## src/upm_pkg.sv

```systemverilog
// ----------------------------------------------------------------------------
// upm_pkg
// Shared types and constants for the unsharp mask core.
// ----------------------------------------------------------------------------
`timescale 1ns / 1ps
`default_nettype none
package upm_pkg;

  localparam int unsigned KERNEL_SIZE = 5;
  localparam int unsigned HEIGHT_LIMIT = 4096;
  localparam int unsigned PRE_ROWS = 8;
  localparam int unsigned ORIG_ROWS = 4;

  // Register indexes
  localparam logic [2:0] REG_FRAME_WIDTH  = 3'd0;
  localparam logic [2:0] REG_FRAME_HEIGHT = 3'd1;
  localparam logic [2:0] REG_TAP_OUTER    = 3'd2;
  localparam logic [2:0] REG_TAP_NEAR     = 3'd3;
  localparam logic [2:0] REG_TAP_CENTER   = 3'd4;
  localparam logic [2:0] REG_GAIN         = 3'd5;

  localparam logic ACT_PIXEL = 1'b0;
  localparam logic ACT_FLUSH = 1'b1;

  // Controller -> datapath commands
  typedef struct packed {
    logic       accept;  // input transaction this cycle
    logic       clear;   // clear accumulators
    logic       issue;   // issue one window read
    logic [2:0] tx;      // window column 0..4
    logic [2:0] ty;      // window row 0..4
    logic       calc;    // blur, mask and gain product
    logic       load;    // load output register, advance output position
  } upm_cmd_t;

  // Datapath -> controller status
  typedef struct packed {
    logic emit;      // last accepted item produces a result
    logic out_free;  // output register can take a result
  } upm_sts_t;

endpackage
`default_nettype wire

```

## src/upm_ctrl.sv

```systemverilog
// ----------------------------------------------------------------------------
// upm_ctrl
// Sequencer: accepts an item and, if it yields a result, walks the 5x5 window and hands off the result.
// ----------------------------------------------------------------------------
`timescale 1ns / 1ps
`default_nettype none
module upm_ctrl
  import upm_pkg::*;
(
  input  wire logic     clk,
  input  wire logic     rst_n,
  input  wire logic     in_tvalid,
  output logic          in_tready,
  input  wire upm_sts_t sts,
  output upm_cmd_t      cmd
);

  typedef enum logic [2:0] {S_IDLE, S_CHECK, S_TAPS, S_ACC, S_CALC, S_OUT} state_t;

  state_t     state_r;
  logic [2:0] tx_r;
  logic [2:0] ty_r;

  always_comb begin
    in_tready  = (state_r == S_IDLE);
    cmd        = '0;
    cmd.accept = (state_r == S_IDLE) && in_tvalid;
    cmd.clear  = (state_r == S_CHECK);
    cmd.issue  = (state_r == S_TAPS);
    cmd.tx     = tx_r;
    cmd.ty     = ty_r;
    cmd.calc   = (state_r == S_CALC);
    cmd.load   = (state_r == S_OUT) && sts.out_free;
  end

  always_ff @(posedge clk) begin
    if (!rst_n) begin
      state_r <= S_IDLE;
      tx_r    <= '0;
      ty_r    <= '0;
    end else begin
      case (state_r)
        S_IDLE: begin
          if (in_tvalid) state_r <= S_CHECK;
        end
        S_CHECK: begin
          tx_r    <= '0;
          ty_r    <= '0;
          state_r <= sts.emit ? S_TAPS : S_IDLE;
        end
        S_TAPS: begin
          if (tx_r == 3'(KERNEL_SIZE - 1)) begin
            tx_r <= '0;
            if (ty_r == 3'(KERNEL_SIZE - 1)) state_r <= S_ACC;
            else ty_r <= ty_r + 3'd1;
          end else begin
            tx_r <= tx_r + 3'd1;
          end
        end
        S_ACC:  state_r <= S_CALC;
        S_CALC: state_r <= S_OUT;
        S_OUT: begin
          if (sts.out_free) state_r <= S_IDLE;
        end
        default: state_r <= S_IDLE;
      endcase
    end
  end

endmodule
`default_nettype wire

```

## config.mk

```make
export PLATFORM = sky130hd
export DESIGN_NAME = upm_ctrl
export DESIGN_NICKNAME = d
export VERILOG_FILES = /design/src/upm_pkg.sv /design/src/upm_ctrl.sv
export SDC_FILE = /design/constraint.sdc
export NUM_CORES = 1
export LEC_CHECK = 0
export BUFFER_PORTS_ARGS = -buffer_cell sky130_fd_sc_hd__buf_2
export CORE_AREA = 2 2 39 41
export DETAILED_ROUTE_END_ITERATION = 7
export DIE_AREA = 0 0 41 43
export HOLD_SLACK_MARGIN = 0.06
export PLACE_DENSITY = 0.76
export SLEW_MARGIN = 20
export SYNTH_ARGS = -nofsm -noshare
export SYNTH_HDL_FRONTEND = slang
export SYNTH_SLANG_ARGS = --single-unit
```

## constraint.sdc

```tcl
create_clock -name clk -period 2.2 [get_ports clk]
set_input_delay 0.11 -clock clk [delete_from_list [all_inputs] [get_ports clk]]
set_output_delay 0.11 -clock clk [all_outputs]
set_load 0.05 [all_outputs]
```

**Yosys cells after proc, flatten, opt, wreduce, memory -nomap -nowiden**

Index checks and enable logic that the tools add are counted.

- Mux-type cells: 11
- Reductions and logical operators: 6
- Equal/unequal tests: 12
- Add/subtract/negate cells: 2

Operator list:

| operator | count |
|---|---|
| 3-bit two-way mux | 7 |
| 3-bit one-hot mux with 6 select lines | 1 |
| 3-bit equality test, second input constant | 4 |
| 3-bit one-hot mux with 2 select lines | 2 |
| 3-bit by 1-bit adder with 3-bit output, second input constant | 2 |
| 3-bit by 2-bit equality test with 1-bit output, second input constant | 2 |
| 2-bit != test, second input constant | 3 |
| 2-bit by 1-bit != test with 1-bit output, second input constant | 2 |
| 4-bit AND reduction | 1 |
| 3-bit by 1-bit equality test with 1-bit output, second input constant | 1 |
| 3-bit logical NOT | 1 |
| 3-bit AND reduction | 1 |
| 1-bit logical AND | 2 |
| 2-bit two-way mux | 1 |
| 2-bit nonzero test | 1 |

- Logic and storage cells: 34
- Input port bits: 5
- Flip-flop bits (word level): 9

**Depth between registers and ports, before layout**

Gate-level depths: netlist (run 1).

- Depth after elaboration: 4
- Gate-level depth with buffers: 5

**Worst setup path before layout (run 1)**

No wires, ideal clock.

- Path kind: reg2out
- Start: register state_r[1]
- End: output port cmd[10] (netlist name)
- Buffers on the path: 2
- Arrival: 2.284 ns
- Cell stages (with the launch flop): 5
- Setup slack: -0.194 ns
- Cells stage by stage: dfxtp_1 buf_2 buf_2 nor3_1 and2_1

RTL lines:

| item | RTL line | source |
|---|---|---|
| from (decl) | upm_ctrl.sv:20 | `state_t state_r;` |
| from (signal assigned) | upm_ctrl.sv:49 | `state_r <= sts.emit ? S_TAPS : S_IDLE;` |
| to (decl) | upm_ctrl.sv:15 | `output upm_cmd_t cmd` |

==> key figures, run 1 <==
Clock tree
  – CTS Sinks: 9
  – Post-CTS Setup Repair Bufs: 0
  – CTS resizes: 0
  – Num CTS Buffers: 3
  – Clock latency on the worst-skew pair: between 0.2 and 0.3 ns
  – CTS Root Cell: clkbuf_4
  – TritonCTS clock tree: built
  – Max H-tree Level: 1
  – Cts hold-fix bufs: 0
  – Clock Path Buffers: 2
  – Clock-pin transition on the worst setup and hold timing paths: approximately 0.070 ns

Die
  – I/O Pins: 17
  – Core region area: around 0.0014 sq mm
  – Initial core utilization: between 40 and 50%
  – Row cnt: 14
  – Die X: ~40 microns
  – Die area: between 0.0015 and 0.002 sq mm
  – Die Y: about 43 microns

Place
  – Placer's final routability congestion estimate: approximately 0.7
  – Post-DP HPWL: 972.1 microns
  – Port bufs: 16
  – Dpl cells: between 100 and 150

Cells and area
  – Layout net count: about 110
  – Synthesis-to-layout area growth: 17.97%
  – # diodes: 0
  – Final cell count without fillers: 114
  – # fillers: 139
  – Post-Route Utilization: 54.61%
  – Fraction of layout instances using a drive strength above 1: approximately a quarter

Global routing
  – Largest net degree at the start of global routing: 21
  – Gr ovfl total: 0
  – Vias in the first global route: 534
  – Total GRT Usage: between 10% and 20%
  – Initial antenna violation count: 0
  – First-pass GRT wire length: 2.208 mm

Setup path
  – CP endpoint kind: output port
  – Worst-path fanout max: 20
  – Critical Path RT: roughly 2.1 ns
  – Crit path DAT: around 1.7 ns
  – CP bufs+invs: 2
  – Slowest Stage Delay on Critical Path: approximately 0.7 ns
  – Crit path cell chain: or3b_1, inv_1, buf_2
  – CP startpoint kind: flip-flop
  – Critical Path Slowest Stage Cell: dfxtp_1
  – Crit path kind: reg2out
  – Critical path's top delay family: flip-flops

Routing
  – Initial DRT Pass Iterations: 4
  – DRT iter0 DRCs: 11
  – Final WL: 1.393 mm
  – Routed via count: ~640
  – DRC violations left: 0
  – Vias/cell: 5.632
  – Drt wl/cell: between 10 and 15 microns
  – Antenna Nets Post-Route: 0

Synthesis
  – Synth warn: 0
  – Register bit count reported by yosys: 9
  – Synth Area in Compound Gates: between 20% and 30%
  – Area leader, netlist: dfxtp_1
  – Post-synth top area share: between 20% and 30%
  – Cell count after synthesis: just over 80
  – Syn_nets: 91
  – Syn_area_per_cell: ~7.8 sq um
  – Multiplexer share of the synthesized area: 0%
  – Synth area leaders: dfxtp_1 28%, ha_1 7.8%, a21oi_1 6.3%, nand2b_1 5.9%, inv_1 4.1%
  – Synth Area in Simple Gates: between 30 and 40%
  – Synth cell types: 33
  – Largest family of logic cells by synthesized area: simple AND/OR/NAND/NOR gates
  – Post-synthesis adder-cell area fraction: roughly 7.8%
  – Post-Synth XOR/XNOR Area: 0%
  – Sequential fraction of the synthesis area: roughly 28%
  – Post-Syn Area: around 640 sq um

Timing
  – # setup viols final: 0
  – Fmax: between 500 and 600 MHz
  – Max-slew violation count: 0
  – Worst slew pin tran: between 0.5 and 0.6 ns
  – Period minus WS final: 1.848 ns
  – Tcrit/Tclk final: between 80 and 90%
  – Slew Limit Headroom: 59.95%
  – RSZ-0062 raised after global routing: no
  – Fin Setup TNS: 0 ns
  – Final hold vios: 0
  – Final Skew: between 0.003 and 0.004 ns

Pwr
  – PD cells: between 500 and 600 mW/mm^2
  – Int Pwr: around 0.26 mW
  – Leak pwr: 0.3031 nW
  – Net Sw Frac: 32.60%
  – Sequential cell fraction of total power: a little under half
  – Switching pwr: approximately 0.13 mW
  – Worst IR drop on VDD: 390.8 uV
  – Combinational share of power: about a fifth
  – Share of total power in the clock network: between 30% and 40%

Status
  – Outcome: completed

Hold path
  – Worst Hold Class: in2reg

Flow run
  – Max_cap viols: 0
## state kept, by name, summed over array words and instances, names as in the netlist
register / cells
tx_r: 3
ty_r: 3
state_r: 3
## path summary, 6_finish.rpt
path / startpoint / depth (start not counted) / end / slack, ns
worst max register to register: state_r[0] / 3 / ty_r[1] / 0.69
worst min-delay path: sts[1] / 3 / state_r[1] / 0.09
worst max-delay path: state_r[0] / 3 / cmd[9] / 0.35
worst min register to register: tx_r[0] / 2 / tx_r[0] / 0.53
## Yosys cell counts
master,number
o21ai_0,2
a31oi_1,2
ha_1,4
nor2b_1,1
clkinv_1,1
and3_1,1
nor3_1,3
nor2_1,1
nor3b_1,2
nand3_1,1
clkbuf_1,1
or3b_1,1
buf_2,4
nand2_1,7
o311ai_0,2
nand4b_1,1
o21a_1,2
a211oi_1,1
inv_1,7
and2_1,3
nand4_1,2
o31a_1,1
nor4b_1,1
nand2b_1,6
nand3b_1,2
or2b_1,1
o22ai_1,1
o32ai_1,1
dfxtp_1,9
o311ai_2,1
or3b_4,1
o21bai_1,1
a21oi_1,8
## cell usage in the layout, fill, tap and decap left out, drive strengths merged
cell and instances:
o21bai 1, nand2b 6, nand4 2, nor2 1, clkbuf 4, nand2 7, or3b 2, nor4b 1
o21a 2, dfxtp 9, nor3 3, nand3b 2, buf 17, inv 7, o31a 1, o311ai 3
ha 4, a31oi 2, a21oi 8, nor2b 1, a211oi 1, clkinv 1, or2b 1, o32ai 1
o21ai 2, nand4b 1, nand3 1, o22ai 1, and3 1, and2 3, nor3b 2
## worst register-to-register path, cell delays in order, from the launching register on
cell and delay [ns]:
dfxtp_1 0.50, or3b_4 0.51, o311ai_2 0.29, a21oi_1 0.10
## cells by family (layout without fill, tap and decap cells)
kind of cell / after synthesis / in the layout
and+or+nand+nor: 34 / 34
buffers and inverters: 13 / 29
DFF: 9 / 9
adders and majority gates: 4 / 4
AOI/OAI and AO/OA: 22 / 22
## cell type report
cell class	count	area [sq um]	share of cell area, %
Inverter	8	30.03	3.974
Multi-Input combinational cell	60	411.6	54.47
Clock buffer	4	26.28	3.477
Timing Repair Buffer	17	87.58	11.59
Sequential cell	9	180.2	23.84
Tap cell	16	20.02	2.649
## power by group through the flow
stage	Combinational [mW]	Clock, mW	Sequential (mW)
2_1_floorplan	0.0652	0	0.176
3_3_place_gp	0.0777	0	0.180
3_5_place_dp	0.0790	0	0.180
4_1_cts	0.0795	0.136	0.176
5_1_grt	0.0854	0.145	0.177
6_report	0.0789	0.135	0.176
## routing by layer
| layer | routed length (microns) | up-vias | global-route usage [%] | share of wire (%) |
|---|---|---|---|---|
| met1 | 638 | 300 | 21.86 | 46 |
| met2 | 650 | 17 | 28.75 | 47 |
| li1 | - | 323 | - | - |
| met5 | 0 | - | 0 | 0 |
| met3 | 90 | 2 | 9.424 | 6.5 |
| met4 | 13 | 0 | 4.000 | 0.93 |
## per-stage QoR
stage | power (mW) | setup slack [ns] | instance area (sq um) | hold WS (ns)
3_5_place_dp | 0.2589 | 0.6576 | 729.5 | 0.3698
5_1_grt | 0.4076 | 0.2679 | 755.7 | 0.09857
4_1_cts | 0.3913 | 0.3592 | 755.7 | 0.08565
2_1_floorplan | 0.2414 | 0.2260 | 645.6 | 0.2275
3_3_place_gp | 0.2574 | 0.6869 | 729.5 | 0.3663
6_report | 0.3907 | 0.3519 | 755.7 | 0.08605
No activity file was read; power rests on OpenSTA's default activity.
==> run 2, diff against run 1 <==
--- a/config.mk
+++ b/config.mk
@@ -6,11 +6,11 @@
 export NUM_CORES = 1
 export LEC_CHECK = 0
 export BUFFER_PORTS_ARGS = -buffer_cell sky130_fd_sc_hd__buf_2
-export CORE_AREA = 2 2 39 41
+export CORE_MARGIN = 2
+export CORE_UTILIZATION = 49
 export DETAILED_ROUTE_END_ITERATION = 7
-export DIE_AREA = 0 0 41 43
 export HOLD_SLACK_MARGIN = 0.06
-export PLACE_DENSITY = 0.76
+export PLACE_DENSITY = 0.77
 export SLEW_MARGIN = 20
 export SYNTH_ARGS = -nofsm -noshare
 export SYNTH_HDL_FRONTEND = slang
==> constraint.sdc (replaced) <==
create_clock -name clk -period 1.8 [get_ports clk]
set_input_delay 0.09 -clock clk [delete_from_list [all_inputs] [get_ports clk]]
set_output_delay 0.09 -clock clk [all_outputs]
set_load 0.05 [all_outputs]
==> run 2 against run 1 <==
First-iteration DRC count is 9.1% higher. Core utilization is 7.2 points higher. Critical path depth stayed put. Register-to-register slack worse by 0.35 ns. Sequential power is 20% higher. Routed wire length is 0.72% lower. Worst setup slack worse by 0.22 ns. Power is 21% higher. Final area is 2.5% higher. Hold slack worse by 0.00088 ns. Combinational power is 32% higher. Clock power is 17% higher. Critical path type unchanged.
==> key figures, run 2 (synthesis results as in run 1) <==
Cells and area
  – Final cell count without fillers: 115 (was 114)
  – # fillers: 121 (was 139)
  – Synthesis-to-layout area growth: 20.90% (was 17.97%)
  – Post-Route Utilization: 61.84% (was 54.61%)
  – Area of the multi-input gates: 416.7 sq um (was 411.6 sq um)
  – Register area: 180.2 sq um (unchanged)
  – Fraction of layout instances using a drive strength above 1: 26.00% (was 23.47%)
  – Layout net count: 110 (was 108)
  – Commonest non-fill, non-tap cell in the layout: buf_2 (unchanged)
  – Most frequent cells in the layout: 16 x buf_2, 9 x dfxtp_1, 8 x a21oi_1, 7 x inv_1, 7 x nand2_1 (unchanged)
  – Biggest regs: state_r (3), tx_r (3), ty_r (3) (unchanged)
  – # diodes: 0 (unchanged)

Setup path
  – FF-to-FF End: ty_r[1] (unchanged)
  – CP startpoint: state_r[1] (was state_r[0])
  – CP endpoint kind: output port (unchanged)
  – CP startpoint kind: flip-flop (unchanged)
  – Crit path to: cmd[8] (was cmd[9])
  – Flop2flop setup slack: 0.34 ns (was 0.69 ns)
  – Critical Path RT: 1.71 ns (was 2.09 ns)
  – Crit path DAT: 1.58 ns (was 1.74 ns)
  – Worst-path fanout max: 13 (was 20)
  – Crit path kind: reg2out (unchanged)
  – Reg-to-reg startpoint: state_r[1] (was state_r[0])
  – R2R depth: 3 (unchanged)

Timing
  – Fmax: roughly 600 MHz
  – Worst slew pin tran: 0.3432 ns (was 0.5999 ns)
  – Tcrit/Tclk final: 92.79%
  – Slew Limit Headroom: 77.09% (was 59.95%)
  – # setup viols final: 0 (unchanged)
  – RSZ-0062 raised after global routing: no (unchanged)
  – Final hold vios: 0 (unchanged)
  – Period minus WS final: about 1.7 ns
  – Max-slew violation count: 0 (unchanged)
  – Final Skew: 0.009354 ns (was 0.003418 ns)

Clock tree
  – Clock latency on the worst-skew pair: 0.26 ns (was 0.27 ns)
  – Clock Path Buffers: 2 (unchanged)
  – Clock-pin transition on the worst setup and hold timing paths: 0.07 ns (about the same)
  – Post-CTS Setup Repair Bufs: 0 (unchanged)
  – Cts hold-fix bufs: 0 (unchanged)
  – CTS Root Cell: clkbuf_4 (unchanged)
  – CTS resizes: 0 (unchanged)
  – Max H-tree Level: 1 (unchanged)
  – CTS Sinks: 9 (unchanged)
  – Num CTS Buffers: 3 (unchanged)
  – TritonCTS clock tree: built (unchanged)

Die
  – Die area: 0.001612 sq mm (was 0.001763 sq mm)
  – I/O Pins: 17 (unchanged)
  – Row cnt: 13 (was 14)
  – Core region area: 0.001252 sq mm (was 0.001384 sq mm)
  – Die Y: 40.16 microns (was 43 microns)
  – Initial core utilization: 51.15% (was 46.29%)
  – Die X: 40.16 microns (was 41 microns)

Global routing
  – First-pass GRT wire length: 2.104 mm (was 2.208 mm)
  – Initial antenna violation count: 0 (unchanged)
  – Total GRT Usage: 19.86% (was 18.47%)
  – Vias in the first global route: 482 (was 534)
  – Largest net degree at the start of global routing: 15 (was 21)
  – Gr ovfl total: 0 (unchanged)

Status
  – Outcome: completed (unchanged)

Pwr
  – PD cells: 612.0 mW/mm^2 (was 517.0 mW/mm^2)
  – Leak pwr: 0.3173 nW (was 0.3031 nW)
  – Tot Pwr: 0.4740 mW (was 0.3907 mW)
  – Worst IR drop on VDD: 472.4 uV (was 390.8 uV)

Flow run
  – Max_cap viols: 0 (unchanged)

Place
  – Placer's final routability congestion estimate: 0.7566 (was 0.6906)
  – Port bufs: 16 (unchanged)
  – Dpl cells: 111 (was 110)
  – Post-DP HPWL: 1.042 mm (was 972.1 microns)

Routing
  – DRT iter0 DRCs: 12 (was 11)
  – Drt wl/cell: 12.03 microns (was 12.22 microns)
  – Final WL: 1.383 mm (was 1.393 mm)
  – Antenna Nets Post-Route: 0 (unchanged)
  – Initial DRT Pass Iterations: 4 (unchanged)
  – DRC violations left: 0 (unchanged)
  – Routed via count: 639 (was 642)
  – Vias/cell: 5.557 (was 5.632)

Hold path
  – Worst Hold Class: in2reg (unchanged)
==> run 2: changes by cell type in the layout (fill, tap and decap cells not counted), sizes merged <==
cell / previous run / this run
buf: 17 / 19
==> run 2: worst min path at each step <==
| stage | startpoint | endpoint | slack [ns] | cells past startpoint |
|---|---|---|---|---|
| after CTS | sts[1] | state_r[1] | 0.08 | 3 |
| final | sts[1] | state_r[1] | 0.09 | 3 |
| after global routing | sts[1] | state_r[1] | 0.10 | 3 |
| after global placement | sts[1] | state_r[1] | 0.37 | 3 |
| after detailed placement | sts[1] | state_r[1] | 0.36 | 3 |
| after floorplan | rst_n | tx_r[1] | 0.21 | 1 |
==> run 2: per-layer routing <==
| metal | wire length, microns | vias to the layer above | global-route usage, % |
|---|---|---|---|
| met1 | 658 | 295 | 25.84 |
| met3 | 57 | 2 | 8.333 |
| met2 | 662 | 14 | 29.84 |
| met5 | 0 | - | 0 |
| met4 | 5 | 0 | 5.172 |
| li1 | - | 328 | - |
==> run 2: cell type report <==
type,count,share of cell area (%)
Inverter,8,3.877
Multi-Input combinational cell,60,53.80
Timing Repair Buffer,19,13.25
Sequential cell,9,23.26
Tap cell,15,2.423
Clock buffer,4,3.393
==> run 2: worst max-delay path, stage by stage (launching register included) <==
cell and delay, ns:
dfxtp_1 0.52, or3b_4 0.45, clkinv_1 0.09, buf_2 0.26
==> run 2: report_power, final <==
group | switching, mW | internal, mW
clock | 0.0726 | 0.0855
sequential | 0.00829 | 0.204
combinational | 0.0690 | 0.0349
==> run 2: per-stage QoR <==
| stage | hold WS (ns) | setup TNS (ns) | instance area, sq um | setup WS, ns |
|---|---|---|---|---|
| final | 0.08517 | 0 | 774.5 | 0.1298 |
| after global routing | 0.1014 | 0 | 774.5 | 0.05808 |
| after CTS | 0.08409 | 0 | 774.5 | 0.1363 |
| after detailed placement | 0.3592 | 0 | 748.2 | 0.3580 |
| after global placement | 0.3679 | 0 | 748.2 | 0.3505 |
| after floorplan | 0.2075 | -0.1068 | 650.6 | -0.1068 |
==> run 3, diff against run 2 <==
--- a/config.mk
+++ b/config.mk
@@ -5,12 +5,13 @@
 export SDC_FILE = /design/constraint.sdc
 export NUM_CORES = 1
 export LEC_CHECK = 0
+export ABC_AREA = 1
 export BUFFER_PORTS_ARGS = -buffer_cell sky130_fd_sc_hd__buf_2
-export CORE_MARGIN = 2
-export CORE_UTILIZATION = 49
+export CORE_AREA = 2 2 39 41
 export DETAILED_ROUTE_END_ITERATION = 7
+export DIE_AREA = 0 0 41 43
 export HOLD_SLACK_MARGIN = 0.06
-export PLACE_DENSITY = 0.77
+export PLACE_DENSITY = 0.69
 export SLEW_MARGIN = 20
 export SYNTH_ARGS = -nofsm -noshare
 export SYNTH_HDL_FRONTEND = slang
==> run 3 against run 2 <==
Routed wire length down 22%. Area after synthesis is 13% lower. Sequential share of layout area is 2.9 points higher. Global-route usage shrank 5.0 points. Clock skew hardly changed. Combinational power rose by 47%.
==> key figures, run 3 <==
Routing
  – Initial DRT Pass Iterations: 4 (unchanged)
  – Final WL: 1.082 mm (was 1.383 mm)
  – Vias/cell: 4.695 (was 5.557)
  – DRT iter0 DRCs: 5 (was 12)
  – Antenna Nets Post-Route: 0 (unchanged)
  – DRC violations left: 0 (unchanged)
  – Routed via count: 554 (was 639)
  – Drt wl/cell: 9.169 microns (was 12.03 microns)

Cells and area
  – Fraction of layout instances using a drive strength above 1: 29.41% (was 26.00%)
  – Biggest regs: state_r (3), tx_r (3), ty_r (3) (unchanged)
  – Synthesis-to-layout area growth: 23.60% (was 20.90%)
  – Most frequent cells in the layout: 17 x inv_1, 16 x buf_2, 15 x nand2_1, 9 x dfxtp_1 (was 16 x buf_2, 9 x dfxtp_1, 8 x a21oi_1, 7 x inv_1, 7 x nand2_1)
  – # diodes: 0 (unchanged)
  – Layout net count: 112 (was 110)
  – Commonest non-fill, non-tap cell in the layout: inv_1 (was buf_2)
  – Post-Route Utilization: 49.73% (was 61.84%)

Die
  – Die area: 0.001763 sq mm (was 0.001612 sq mm)
  – Core region area: 0.001384 sq mm (was 0.001252 sq mm)
  – Die X: 41 microns (was 40.16 microns)
  – Row cnt: 14 (was 13)
  – Die Y: 43 microns (was 40.16 microns)
  – I/O Pins: 17 (unchanged)
  – Initial core utilization: 40.24% (was 51.15%)

Synthesis
  – Synth Area in Simple Gates: 33.48% (was 32.23%)
  – Register bit count reported by yosys: 9 (unchanged)
  – Sequential fraction of the synthesis area: 32.36% (was 28.13%)
  – Synth area leaders: dfxtp_1 32%, inv_1 11%, nand2_1 10%, ha_1 9.0%, a21oi_1 7.2% (was dfxtp_1 28%, ha_1 7.8%, a21oi_1 6.3%, nand2b_1 5.9%, inv_1 4.1%)
  – Commonest cells in the netlist: 17 x inv_1, 15 x nand2_1, 9 x dfxtp_1 (was 9 x dfxtp_1, 8 x a21oi_1, 7 x inv_1, 7 x nand2_1, 6 x nand2b_1)
  – Largest family of logic cells by synthesized area: simple AND/OR/NAND/NOR gates (unchanged)
  – Area leader, netlist: dfxtp_1 (unchanged)
  – Share of flip-flops with an asynchronous set or reset: 0% (unchanged)
  – Cell count after synthesis: 82 (unchanged)
  – Synth warn: 0 (unchanged)
  – Post-synth top area share: 32.36% (was 28.13%)
  – Syn_area_per_cell: 6.790 sq um (was 7.812 sq um)
  – Synth Area in Compound Gates: 12.36% (was 23.44%)
  – Top-count cell post-synth: inv_1 (was dfxtp_1)
  – Synth cell types: 18 (was 33)
  – Syn_nets: 91 (unchanged)
  – Post-Syn Area: 556.8 sq um (was 640.6 sq um)
  – Post-synth top flop: dfxtp_1 (unchanged)
  – Post-Synth XOR/XNOR Area: 0% (unchanged)
  – Multiplexer share of the synthesized area: 0% (unchanged)
  – Number of enable flip-flop cells after synthesis: 0 (unchanged)
  – Post-synthesis adder-cell area fraction: 8.989% (was 7.813%)

Setup path
  – Critical Path RT: 1.71 ns (about the same)
  – CP startpoint kind: flip-flop (unchanged)
  – Critical Path Slowest Stage Cell: dfxtp_1 (unchanged)
  – Slowest Stage Delay on Critical Path: 0.38 ns (was 0.52 ns)
  – CP endpoint kind: output port (unchanged)
  – Crit path kind: reg2out (unchanged)
  – Crit path cell chain: nor2_4, nand2_4, inv_1, buf_2 (was or3b_4, clkinv_1, buf_2)
  – Crit path DAT: 1.35 ns (was 1.58 ns)
  – Worst-path fanout max: 6 (was 13)
  – Flop2flop setup slack: 0.46 ns (was 0.34 ns)

Clock tree
  – CTS Sinks: 9 (unchanged)
  – Clock-pin transition on the worst setup and hold timing paths: 0.06 ns (was 0.07 ns)
  – Clock Path Buffers: 2 (unchanged)
  – Post-CTS Setup Repair Bufs: 0 (unchanged)
  – Max H-tree Level: 1 (unchanged)
  – Clock latency on the worst-skew pair: 0.26 ns (about the same)
  – CTS Root Cell: clkbuf_4 (unchanged)
  – Num CTS Buffers: 3 (unchanged)
  – TritonCTS clock tree: built (unchanged)
  – Cts hold-fix bufs: 0 (unchanged)
  – CTS resizes: 0 (unchanged)

Timing
  – Worst slew pin tran: 0.2960 ns (was 0.3432 ns)
  – Tcrit/Tclk final: 79.99% (was 92.79%)
  – Final Skew: 0.009089 ns (was 0.009354 ns)
  – Final hold vios: 0 (unchanged)
  – Fmax: 694.6 MHz (was 598.7 MHz)
  – Slew Limit Headroom: 80.24% (was 77.09%)
  – Period minus WS final: 1.440 ns (was 1.670 ns)
  – Fin Setup TNS: 0 ns (unchanged)
  – RSZ-0062 raised after global routing: no (unchanged)
  – Max-slew violation count: 0 (unchanged)
  – # setup viols final: 0 (unchanged)

Global routing
  – GRT busiest layer: met2 (unchanged)
  – Gr ovfl total: 0 (unchanged)
  – Initial antenna violation count: 0 (unchanged)
  – Met2 Use GR: 22.81% (was 29.84%)
  – Largest net degree at the start of global routing: 9 (was 15)
  – Total GRT Usage: 14.90% (was 19.86%)
  – Vias in the first global route: 477 (was 482)
  – First-pass GRT wire length: 1.787 mm (was 2.104 mm)
  – Grt met3 use: 3.141% (was 8.333%)
  – Grt met1 use: 17.53% (was 25.84%)

Pwr
  – Worst IR drop on VDD: 379.3 uV (was 472.4 uV)
  – Leak pwr: 0.3515 nW (was 0.3173 nW)
  – PD cells: 772.4 mW/mm^2 (was 612.0 mW/mm^2)

Flow run
  – Max_cap viols: 0 (unchanged)

Status
  – Outcome: completed (unchanged)

Place
  – Placer's final routability congestion estimate: 0.8115 (was 0.7566)
  – Post-DP HPWL: 876.1 microns (was 1.042 mm)
  – Port bufs: 16 (unchanged)

Hold path
  – Worst Hold Class: in2reg (unchanged)
## run 3: per-stage QoR
step | hold WS [ns] | setup slack [ns] | cells | area [sq um] | total power [mW]
detailed placement | 0.3552 | 0.4779 | 114 | 661.9 | 0.3803
global placement | 0.3452 | 0.5536 | 114 | 661.9 | 0.3792
global route | 0.07858 | 0.2839 | 118 | 688.2 | 0.5697
finish | 0.07603 | 0.3602 | 118 | 688.2 | 0.5315
floorplan | 0.2284 | 0.1933 | 82 | 561.8 | 0.3479
CTS | 0.07953 | 0.3576 | 118 | 688.2 | 0.5358
## run 3: final cells by class
cell class	instances	area, sq um
Timing Repair Buffer	16	80.08
Fill cell	153	695.7
Inverter	19	71.32
Multi-Input combinational cell	54	310.3
Sequential cell	9	180.2
Clock buffer	4	26.28
Tap cell	16	20.02
## run 3: kinds of logic (layout without fill, tap and decap cells)
kind of cell,after synthesis,after routing
AND/OR/NAND/NOR,38,38
flip-flops,9,9
adder cells (fa/ha/maj),4,4
AO/OA/AOI/OAI,12,12
buffers and inverters,19,39
## run 3: path summary, 6_finish.rpt
check / endpoint / from / cells past startpoint
min reg2reg: tx_r[1] / tx_r[1] / 2
max: cmd[8] / state_r[0] / 4
max reg2reg: ty_r[1] / tx_r[0] / 9
min: state_r[1] / sts[1] / 3
## run 3: report_power, final
| group | leakage (nW) | internal, mW | switching (mW) |
|---|---|---|---|
| registers | 0.0730 | 0.207 | 0.0145 |
| logic | 0.264 | 0.0405 | 0.113 |
| clock network | 0.0150 | 0.0854 | 0.0709 |
| total | 0.352 | 0.333 | 0.198 |
## run 3: per-layer routing
layer	routed length [microns]	vias up
li1	-	294
met1	493	240
met2	499	15
met3	55	5
met4	34	0
met5	0	-
## run 3: critical path: cells and delay by family, from the launching register on
| kind | cells | cell delay, ns |
|---|---|---|
| simple gates | 2 | 0.26 |
| flops | 1 | 0.38 |
| buf+inv | 2 | 0.45 |
